**src/hdl/lcdr_pkg.sv**
```systemverilog
// lcdr_pkg: shared codes, constants and controller/datapath signal groups
`default_nettype none

package lcdr_pkg;

	// item operation codes
	typedef enum logic [1:0] {
		OP_WRITE   = 2'd0,
		OP_REFRESH = 2'd1,
		OP_POWER   = 2'd2
	} lcdr_op_t;

	// source of the next outgoing byte
	typedef enum logic [1:0] {
		SEL_ADDR = 2'd0,
		SEL_SET  = 2'd1,
		SEL_DATA = 2'd2,
		SEL_MODE = 2'd3
	} lcdr_sel_t;

	localparam logic [7:0] ADDR_RESET      = 8'h7C;
	localparam logic [7:0] MODE_SET_OP     = 8'h40;
	localparam logic [7:0] MODE_DISPLAY_ON = 8'h08;

	// controller to datapath
	typedef struct packed {
		logic      store;
		logic      scan_clr;
		logic      scan_step;
		logic      sync_shadow;
		logic      load_out;
		lcdr_sel_t out_sel;
		logic      out_start;
		logic      out_end;
		logic      data_step;
		logic      toggle_off;
	} lcdr_cmd_t;

	// datapath to controller
	typedef struct packed {
		logic scan_last;
		logic dirty_seen;
		logic data_last;
		logic display_off;
		logic out_free;
	} lcdr_stat_t;

endpackage

`default_nettype wire

```
**src/hdl/lcdr_in_if.sv**
```systemverilog
// lcdr_in_if: input item channel
`default_nettype none

interface lcdr_in_if;
	logic       valid;
	logic       ready;
	logic [1:0] command;
	logic [3:0] byte_index;
	logic [7:0] byte_value;

	modport source (output valid, output command, output byte_index, output byte_value,
		input ready);
	modport sink (input valid, input command, input byte_index, input byte_value,
		output ready);
endinterface

`default_nettype wire

```
**src/hdl/lcdr_out_if.sv**
```systemverilog
// lcdr_out_if: outgoing link byte channel
`default_nettype none

interface lcdr_out_if;
	logic       valid;
	logic       ready;
	logic [7:0] tx_byte;
	logic       frame_start;
	logic       frame_end;

	modport source (output valid, output tx_byte, output frame_start, output frame_end,
		input ready);
	modport sink (input valid, input tx_byte, input frame_start, input frame_end,
		output ready);
endinterface

`default_nettype wire

```
**src/hdl/lcdr_dp.sv**
```systemverilog
// lcdr_dp: frame buffer, shadow, range scan and output byte register
`default_nettype none

module lcdr_dp
	import lcdr_pkg::*;
#(
	parameter int BUFFER_BYTES = 12
) (
	input  wire logic       clk,
	input  wire logic       arst_n,
	input  wire logic       cfg_we,
	input  wire logic [7:0] cfg_wdata,
	input  wire logic [3:0] byte_index,
	input  wire logic [7:0] byte_value,
	input  wire lcdr_cmd_t  cmd,
	output lcdr_stat_t      st,
	input  wire logic       out_ready,
	output logic            out_valid,
	output logic [7:0]      tx_byte,
	output logic            frame_start,
	output logic            frame_end
);

	localparam int IDX_W = (BUFFER_BYTES > 1) ? $clog2(BUFFER_BYTES) : 1;

	logic [7:0]       frame_q  [BUFFER_BYTES];
	logic [7:0]       shadow_q [BUFFER_BYTES];
	logic             display_off_q;
	logic [7:0]       slave_addr_q;
	logic [IDX_W-1:0] ptr_q;
	logic [IDX_W-1:0] first_q;
	logic [IDX_W-1:0] last_q;
	logic             found_q;
	logic             out_valid_q;
	logic [7:0]       tx_q;
	logic             start_q;
	logic             end_q;

	logic             in_range;
	logic             cur_dirty;
	logic [7:0]       next_byte;

	assign in_range  = {1'b0, byte_index} < 5'(BUFFER_BYTES);
	assign cur_dirty = frame_q[ptr_q] != shadow_q[ptr_q];

	always_comb begin
		case (cmd.out_sel)
			SEL_ADDR: next_byte = slave_addr_q;
			SEL_SET:  next_byte = 8'({first_q, 1'b0});
			SEL_DATA: next_byte = frame_q[ptr_q];
			SEL_MODE: next_byte = MODE_SET_OP | (display_off_q ? MODE_DISPLAY_ON : 8'h00);
			default:  next_byte = slave_addr_q;
		endcase
	end

	// buffers, flag and address register
	always_ff @(posedge clk or negedge arst_n) begin
		if (!arst_n) begin
			for (int i = 0; i < BUFFER_BYTES; i++) begin
				frame_q[i]  <= 8'h00;
				shadow_q[i] <= 8'h00;
			end
			display_off_q <= 1'b0;
			slave_addr_q  <= ADDR_RESET;
		end else begin
			if (cfg_we) begin
				slave_addr_q <= cfg_wdata;
			end
			if (cmd.store && in_range) begin
				frame_q[byte_index[IDX_W-1:0]] <= byte_value;
			end
			if (cmd.sync_shadow) begin
				for (int i = 0; i < BUFFER_BYTES; i++) begin
					shadow_q[i] <= frame_q[i];
				end
			end
			if (cmd.toggle_off) begin
				display_off_q <= !display_off_q;
			end
		end
	end

	// scan pointer doubles as the data pointer while sending
	always_ff @(posedge clk or negedge arst_n) begin
		if (!arst_n) begin
			ptr_q   <= '0;
			first_q <= '0;
			last_q  <= '0;
			found_q <= 1'b0;
		end else begin
			if (cmd.scan_clr) begin
				ptr_q   <= '0;
				found_q <= 1'b0;
			end else if (cmd.scan_step) begin
				ptr_q <= ptr_q + 1'b1;
				if (cur_dirty) begin
					if (!found_q) begin
						first_q <= ptr_q;
					end
					last_q  <= ptr_q;
					found_q <= 1'b1;
				end
			end else if (cmd.load_out && cmd.out_sel == SEL_SET) begin
				ptr_q <= first_q;
			end else if (cmd.data_step) begin
				ptr_q <= ptr_q + 1'b1;
			end
		end
	end

	// output byte register
	always_ff @(posedge clk or negedge arst_n) begin
		if (!arst_n) begin
			out_valid_q <= 1'b0;
		end else if (cmd.load_out) begin
			out_valid_q <= 1'b1;
		end else if (out_ready) begin
			out_valid_q <= 1'b0;
		end
	end

	always_ff @(posedge clk) begin
		if (cmd.load_out) begin
			tx_q    <= next_byte;
			start_q <= cmd.out_start;
			end_q   <= cmd.out_end;
		end
	end

	assign st.scan_last   = ptr_q == IDX_W'(BUFFER_BYTES - 1);
	assign st.dirty_seen  = found_q || cur_dirty;
	assign st.data_last   = ptr_q == last_q;
	assign st.display_off = display_off_q;
	assign st.out_free    = !out_valid_q || out_ready;

	assign out_valid   = out_valid_q;
	assign tx_byte     = tx_q;
	assign frame_start = start_q;
	assign frame_end   = end_q;

endmodule

`default_nettype wire

```
**src/hdl/lcdr_ctrl.sv**
```systemverilog
// lcdr_ctrl: sequencer for item decode, range scan and byte emission
`default_nettype none

module lcdr_ctrl
	import lcdr_pkg::*;
(
	input  wire logic       clk,
	input  wire logic       arst_n,
	input  wire logic       in_valid,
	input  wire logic [1:0] in_command,
	output logic            in_ready,
	input  wire lcdr_stat_t st,
	output lcdr_cmd_t       cmd
);

	typedef enum logic [2:0] {
		ST_IDLE,
		ST_SCAN,
		ST_ADDR,
		ST_SET,
		ST_DATA,
		ST_PWR_ADDR,
		ST_PWR_MODE
	} state_t;

	state_t state_q;
	state_t state_d;
	logic   accept;

	always_comb begin
		cmd      = '0;
		state_d  = state_q;
		in_ready = state_q == ST_IDLE;
		accept   = in_valid && in_ready;
		case (state_q)
			ST_IDLE: begin
				if (accept) begin
					case (in_command)
						OP_WRITE: begin
							cmd.store = 1'b1;
						end
						OP_REFRESH: begin
							if (!st.display_off) begin
								cmd.scan_clr = 1'b1;
								state_d      = ST_SCAN;
							end
						end
						OP_POWER: begin
							state_d = ST_PWR_ADDR;
						end
						default: begin
						end
					endcase
				end
			end
			ST_SCAN: begin
				cmd.scan_step = 1'b1;
				if (st.scan_last) begin
					if (st.dirty_seen) begin
						cmd.sync_shadow = 1'b1;
						state_d         = ST_ADDR;
					end else begin
						state_d = ST_IDLE;
					end
				end
			end
			ST_ADDR, ST_PWR_ADDR: begin
				if (st.out_free) begin
					cmd.load_out  = 1'b1;
					cmd.out_sel   = SEL_ADDR;
					cmd.out_start = 1'b1;
					state_d       = (state_q == ST_ADDR) ? ST_SET : ST_PWR_MODE;
				end
			end
			ST_SET: begin
				if (st.out_free) begin
					cmd.load_out = 1'b1;
					cmd.out_sel  = SEL_SET;
					state_d      = ST_DATA;
				end
			end
			ST_DATA: begin
				if (st.out_free) begin
					cmd.load_out  = 1'b1;
					cmd.out_sel   = SEL_DATA;
					cmd.out_end   = st.data_last;
					cmd.data_step = 1'b1;
					if (st.data_last) begin
						state_d = ST_IDLE;
					end
				end
			end
			ST_PWR_MODE: begin
				if (st.out_free) begin
					cmd.load_out   = 1'b1;
					cmd.out_sel    = SEL_MODE;
					cmd.out_end    = 1'b1;
					cmd.toggle_off = 1'b1;
					state_d        = ST_IDLE;
				end
			end
			default: begin
				state_d = ST_IDLE;
			end
		endcase
	end

	always_ff @(posedge clk or negedge arst_n) begin
		if (!arst_n) begin
			state_q <= ST_IDLE;
		end else begin
			state_q <= state_d;
		end
	end

endmodule

`default_nettype wire

```
**src/hdl/lcd_dirty_range_refresh.sv**
```systemverilog
// lcd_dirty_range_refresh: top level, segment buffer with changed-span link refresh
//
//  channel   | dir | handshake      | beat contents
//  ----------+-----+----------------+-----------------------------------------
//  items     | in  | valid / ready  | command, byte_index, byte_value
//  results   | out | valid / ready  | tx_byte, frame_start, frame_end
//  cfg       | in  | cfg_we only    | cfg_wdata -> slave address byte
//
// a frame write is stored as it is taken; a power toggle sends two bytes
// a refresh, dropped while the display is off, scans the buffer and then sends
// address, address-set and changed-span bytes, the scan walking one entry a cycle
// a stalled results sink holds the sequencer at the next byte; the last byte
// waits in the output register while the next item is taken
// reset clears both buffers, the display-off flag and loads the address 0x7C
`default_nettype none

module lcd_dirty_range_refresh
	import lcdr_pkg::*;
#(
	parameter int BUFFER_BYTES = 12
) (
	input  wire logic       clk,
	input  wire logic       arst_n,
	input  wire logic       cfg_we,
	input  wire logic [7:0] cfg_wdata,
	lcdr_in_if.sink         items,
	lcdr_out_if.source      results
);

	// command and status between sequencer and datapath
	lcdr_cmd_t  cmd;
	lcdr_stat_t st;

	// sequencer: decodes items and steps the scan and send phases
	lcdr_ctrl u_ctrl (
		.clk        (clk),
		.arst_n     (arst_n),
		.in_valid   (items.valid),
		.in_command (items.command),
		.in_ready   (items.ready),
		.st         (st),
		.cmd        (cmd)
	);

	// datapath: buffers, range finder and output byte register
	lcdr_dp #(
		.BUFFER_BYTES (BUFFER_BYTES)
	) u_dp (
		.clk         (clk),
		.arst_n      (arst_n),
		.cfg_we      (cfg_we),
		.cfg_wdata   (cfg_wdata),
		.byte_index  (items.byte_index),
		.byte_value  (items.byte_value),
		.cmd         (cmd),
		.st          (st),
		.out_ready   (results.ready),
		.out_valid   (results.valid),
		.tx_byte     (results.tx_byte),
		.frame_start (results.frame_start),
		.frame_end   (results.frame_end)
	);

`ifndef SYNTHESIS
	// a pending beat is never overwritten
	a_no_overwrite: assert property (@(posedge clk) disable iff (!arst_n)
		cmd.load_out |-> st.out_free)
		else $error("output beat overwritten before taken");

	// opening beat of a transaction is never its closing beat
	a_start_not_end: assert property (@(posedge clk) disable iff (!arst_n)
		results.valid |-> !(results.frame_start && results.frame_end))
		else $error("beat marked both start and end");

	// a power toggle closes the item side once its item is taken
	a_power_busy: assert property (@(posedge clk) disable iff (!arst_n)
		(items.valid && items.ready && items.command == OP_POWER) |=> !items.ready)
		else $error("item taken during power transaction");

	// display flag flips exactly when the mode byte is loaded
	a_flag_flip: assert property (@(posedge clk) disable iff (!arst_n)
		cmd.toggle_off |=> st.display_off != $past(st.display_off))
		else $error("display flag did not flip");
`endif

endmodule

`default_nettype wire

```
**src/flat_wrapper.sv**
```systemverilog
// flat-port wrapper written by rule: the top's interface ports become plain ports
module lcd_dirty_range_refresh_flat import lcdr_pkg::*;
#(
	parameter int BUFFER_BYTES = 12
)
  (clk, arst_n, cfg_we, cfg_wdata, items_valid, items_command, items_byte_index, items_byte_value, items_ready, results_valid, results_tx_byte, results_frame_start, results_frame_end, results_ready);
  lcdr_in_if items_i ();
  lcdr_out_if results_i ();
  input  wire logic clk;
  input  wire logic arst_n;
  input  wire logic cfg_we;
  input  wire logic [7:0] cfg_wdata;
  input wire logic [$bits(items_i.valid)-1:0] items_valid;
  input wire logic [$bits(items_i.command)-1:0] items_command;
  input wire logic [$bits(items_i.byte_index)-1:0] items_byte_index;
  input wire logic [$bits(items_i.byte_value)-1:0] items_byte_value;
  output wire logic [$bits(items_i.ready)-1:0] items_ready;
  output wire logic [$bits(results_i.valid)-1:0] results_valid;
  output wire logic [$bits(results_i.tx_byte)-1:0] results_tx_byte;
  output wire logic [$bits(results_i.frame_start)-1:0] results_frame_start;
  output wire logic [$bits(results_i.frame_end)-1:0] results_frame_end;
  input wire logic [$bits(results_i.ready)-1:0] results_ready;
  assign items_i.valid = items_valid;
  assign items_i.command = items_command;
  assign items_i.byte_index = items_byte_index;
  assign items_i.byte_value = items_byte_value;
  assign items_ready = items_i.ready;
  assign results_valid = results_i.valid;
  assign results_tx_byte = results_i.tx_byte;
  assign results_frame_start = results_i.frame_start;
  assign results_frame_end = results_i.frame_end;
  assign results_i.ready = results_ready;
  lcd_dirty_range_refresh #(.BUFFER_BYTES(BUFFER_BYTES)) u_core (.clk(clk), .arst_n(arst_n), .cfg_we(cfg_we), .cfg_wdata(cfg_wdata), .items(items_i), .results(results_i));
endmodule
```
**config.mk**
```make
export PLATFORM = sky130hd
export DESIGN_NAME = lcd_dirty_range_refresh_flat
export DESIGN_NICKNAME = d
export VERILOG_FILES = /design/src/hdl/lcdr_pkg.sv /design/src/hdl/lcdr_in_if.sv /design/src/hdl/lcdr_out_if.sv /design/src/hdl/lcdr_dp.sv /design/src/hdl/lcdr_ctrl.sv /design/src/hdl/lcd_dirty_range_refresh.sv /design/src/flat_wrapper.sv
export SDC_FILE = /design/constraint.sdc
export NUM_CORES = 1
export LEC_CHECK = 0
export BUFFER_PORTS_ARGS = -buffer_cell sky130_fd_sc_hd__buf_4
export CAP_MARGIN = 20
export CELL_PAD_IN_SITES_DETAIL_PLACEMENT = 0
export CELL_PAD_IN_SITES_GLOBAL_PLACEMENT = 2
export CORE_UTILIZATION = 45
export CTS_CLUSTER_SIZE = 24
export DETAILED_ROUTE_END_ITERATION = 12
export PLACE_DENSITY_LB_ADDON = 0.25
export SLEW_MARGIN = 40
export SYNTH_ARGS = -nofsm -noshare
export SYNTH_HDL_FRONTEND = slang
export SYNTH_HIERARCHICAL = 1
export SYNTH_SLANG_ARGS = --single-unit
```
**constraint.sdc**
```tcl
create_clock -name clk -period 9.1 [get_ports clk]
set_clock_uncertainty 0.1 [all_clocks]
set_input_delay 0.455 -clock clk [delete_from_list [all_inputs] [get_ports clk]]
set_output_delay 0.455 -clock clk [all_outputs]
set_load 0.02 [all_outputs]
```
==> metrics.cfg <==
[sta]
rsz0062_at_grt=no
hold-worst-slack_ns=0.06172
slew_headroom_pct=45.97
setup_violations=0
finalMaxSlewViolations=0
finalWorstSetupSlack_ns=4.713
max_freq_mhz=227.9
max_slew.worst_pin.slew_ns=0.8105
hold_viol_final=0
fin_crit_sh_pct=48.21
period_minus_slack_ns=4.387
finalSetupTns_ns=0

[placed_design]
gp_congestion=0.8023
io_buffers=38
dp_hpwl_mm=15.85
place_worst_setup_slack_ns=4.671

[pwr]
p_int_mw=2.165
peakVddDrop_v=0.0001466
pwr-share-seq_pct=40.4
leakage_nw=5.685
finalPower_mw=3.185
p_per_area_mw_per_mm2=261.0
p_switching_mw=1.019
pwr-share-comb_pct=27.9
swShare_pct=32.00
clockPowerShare_pct=31.8

[global_routing]
antenna_found_initial=0
track_usage_pct=21.10
grt_pass1_wl_mm=38.81
busiest_layer=met2
grt_remaining_overflow=0
met3_usage_pct=3.240
grt_use_met2_pct=34.35
use_met1_pct=29.64
grt_start_max_net_pins=90
first_global_vias=6528

[yosys]
syn_inst=726
ys.warnings.count=6
yosys.area_share.xor_xnor_pct=1.543
synth_compound_area_share_pct=4.454
synth_top_family_by_area=multiplexers
synth_top_cell_area_share_pct=49.41
ys_seq_elements=228
synth_area_per_cell_sq_um=14.86
synth_mux_area_share_pct=33.32
synth_edf_count=10
syn_area_sq_mm=0.01079
synth_cell_types=62
synth-main-ff-cell=dfrtp_1
synthAdderAreaFrac_pct=0.1160
yosysSeqAreaShare_pct=53.41
async_flop_share_pct=95.61
synth_nets=754
ys_top_cells_by_area=dfrtp_1, mux2_2, mux4_2
synth_top_area_cell=dfrtp_1
synthSimpleGateAreaFrac_pct=4.651

[setup_path]
cp-start-kind=flip-flop
cp_max_fo=72
crit_type=flip-flop to flip-flop
arrival_ns=4.69
cp.required_ns=9.41
worstSetupEndpointType=flip-flop

[die]
row_count=56
die_h_um=156.8
core_region_area_sq_mm=0.02347
start_util_pct=45.96
dieArea_sq_mm=0.02460
die_w_um=156.8
num_io_pins=39

[drt]
drc=0
drt_iter0_drc=303
wl_mm=24.53
vias=6194
wl_per_cell_um=22.47
drt-vias-per-instance=5.672
postRouteAntennaNets=0
firstDrtPassIters=7

[final_layout]
finish.utilization_pct=51.99
diodes=0
drive_gt1_share_pct=47.22
area_growth_pct=13.12
nets=783

[cts]
cts_max_level=1
path_clk_slew_ns=0.06
numCtsBuffers=25
postCtsSetupRepairBufs=0
cts_sinks=228
cts_tree=built
root_buffer=clkbuf_16
clock_path_buffers=3
clock_latency_ns=0.52

[worst_hold_path]
min_path_type=input pin to flip-flop

[flow_run]
maxCapViolations=0

[outcome]
status=finished, final reports clean

registers in the layout (all words and copies together), names as in the netlist:
name                       count
u_core/u_dp/last_q             4
u_core/u_dp/shadow_q          96
u_core/u_dp/frame_end          1
u_core/u_dp/frame_q           96
u_core/u_dp/slave_addr_q       8
u_core/u_dp/tx_byte            8
u_core/u_dp/frame_start        1
u_core/u_dp/out_valid          1
u_core/u_ctrl/state_q          3
u_core/u_dp/found_q            1
u_core/u_dp/first_q            4
u_core/u_dp/display_off_q      1
u_core/u_dp/ptr_q              4
area by class of cell:
class | count | area, sq um
tap | 319 | 399.1
multi-input combinational | 444 | 4778
fill | 1933 | 11270
timing repair buffer | 51 | 406.6
clock inverter | 11 | 92.59
sequential | 228 | 5767
inverter | 5 | 18.77
clock buffer | 34 | 740.7
cell families after synthesis:
| group | after synthesis |
|---|---|
| AO/OA/AOI/OAI | 63 |
| buffers and inverters | 54 |
| flip-flops | 228 |
| XOR/XNOR | 19 |
| adder cells (fa/ha/maj) | 1 |
| AND/OR/NAND/NOR | 89 |
| multiplexers | 272 |
routing by layer:
metal  share of wire [%]  wire [um]
met5                   0          0
met4                 1.8        434
met3                 4.4       1088
met2                  47      11620
met1                  46      11390
worst max-delay path: stages, from the launching register on:
cell and delay, ns:
dfrtp_4 0.40, buf_6 0.59, mux2i_1 0.19, a221oi_2 0.53, o31ai_1 0.15, o221a_1 0.25, o22ai_2 0.31, or3_1 0.20
and3_4 0.43, buf_6 0.55, mux2_2 0.41
power by group through the flow:
stage / logic [mW] / clock network, mW / registers, mW
floorplan: 0.666 / 0 / 1.28
global placement: 0.882 / 0 / 1.30
detailed placement: 0.899 / 0 / 1.30
CTS: 0.903 / 1.04 / 1.29
global route: 0.971 / 1.08 / 1.31
finish: 0.888 / 1.01 / 1.28
layout by cell type (no fill, tap or decap), types with 3 or more instances in the layout:
cell type,n
buf_6,4
clkinv_2,6
o31ai_1,3
nand2b_1,11
a21oi_1,8
inv_1,5
o21ai_0,12
a22oi_1,6
nand2_1,13
and2_1,4
xnor2_1,7
nand3_1,5
nor3_1,4
nor3b_1,5
nor2b_1,6
edfxtp_1,10
dfrtp_1,211
nor2_1,17
mux2_2,204
mux4_2,42
clkbuf_16,26
nor2_2,3
mux4_1,5
o22ai_1,4
xor2_1,12
nand3b_1,7
mux2_1,8
nor3_2,3
a211oi_1,3
buf_4,45
mux2i_1,13
nor4_1,3
clkbuf_8,7
dfstp_2,5
timing repair:
item | CTS | global route
endpoints found under the hold margin | 87 | 0
hold buffers | 1 | 0
resized for setup | 0 | 0
cell usage after synthesis (7+ instances only):
cell	number
dfrtp_1	213
mux2_2	204
mux4_2	42
clkbuf_1	32
nor2_1	20
mux2i_1	13
nand2_1	13
o21ai_0	12
xor2_1	12
nand2b_1	11
edfxtp_1	10
a21oi_1	8
mux2_1	8
nand3b_1	7
xnor2_1	7
final timing paths:
path                                                 from                           to  slack, ns  depth (start not counted)
worst max-delay path                 u_core/u_dp/ptr_q[0]     u_core/u_dp/shadow_q[23]       4.71                         10
worst min-delay path                         cfg_wdata[5]  u_core/u_dp/slave_addr_q[5]       0.06                          2
worst max register to register       u_core/u_dp/ptr_q[0]     u_core/u_dp/shadow_q[23]       4.71                         10
worst min register to register  u_core/u_dp/display_off_q    u_core/u_dp/display_off_q       0.40                          1
max in group asynchronous                          arst_n       u_core/u_dp/frame_q[3]       7.32                          3
min in group asynchronous                          arst_n        u_core/u_dp/out_valid       0.45                          2
through the flow:
stage                     area (sq um)  instances
after global placement           11330       1046
after floorplan                  10790        726
final                            12200       1092
after detailed placement         11350       1046
after CTS                        12190       1092
after global routing             12200       1092
Power figures use the tool's default switching activity.
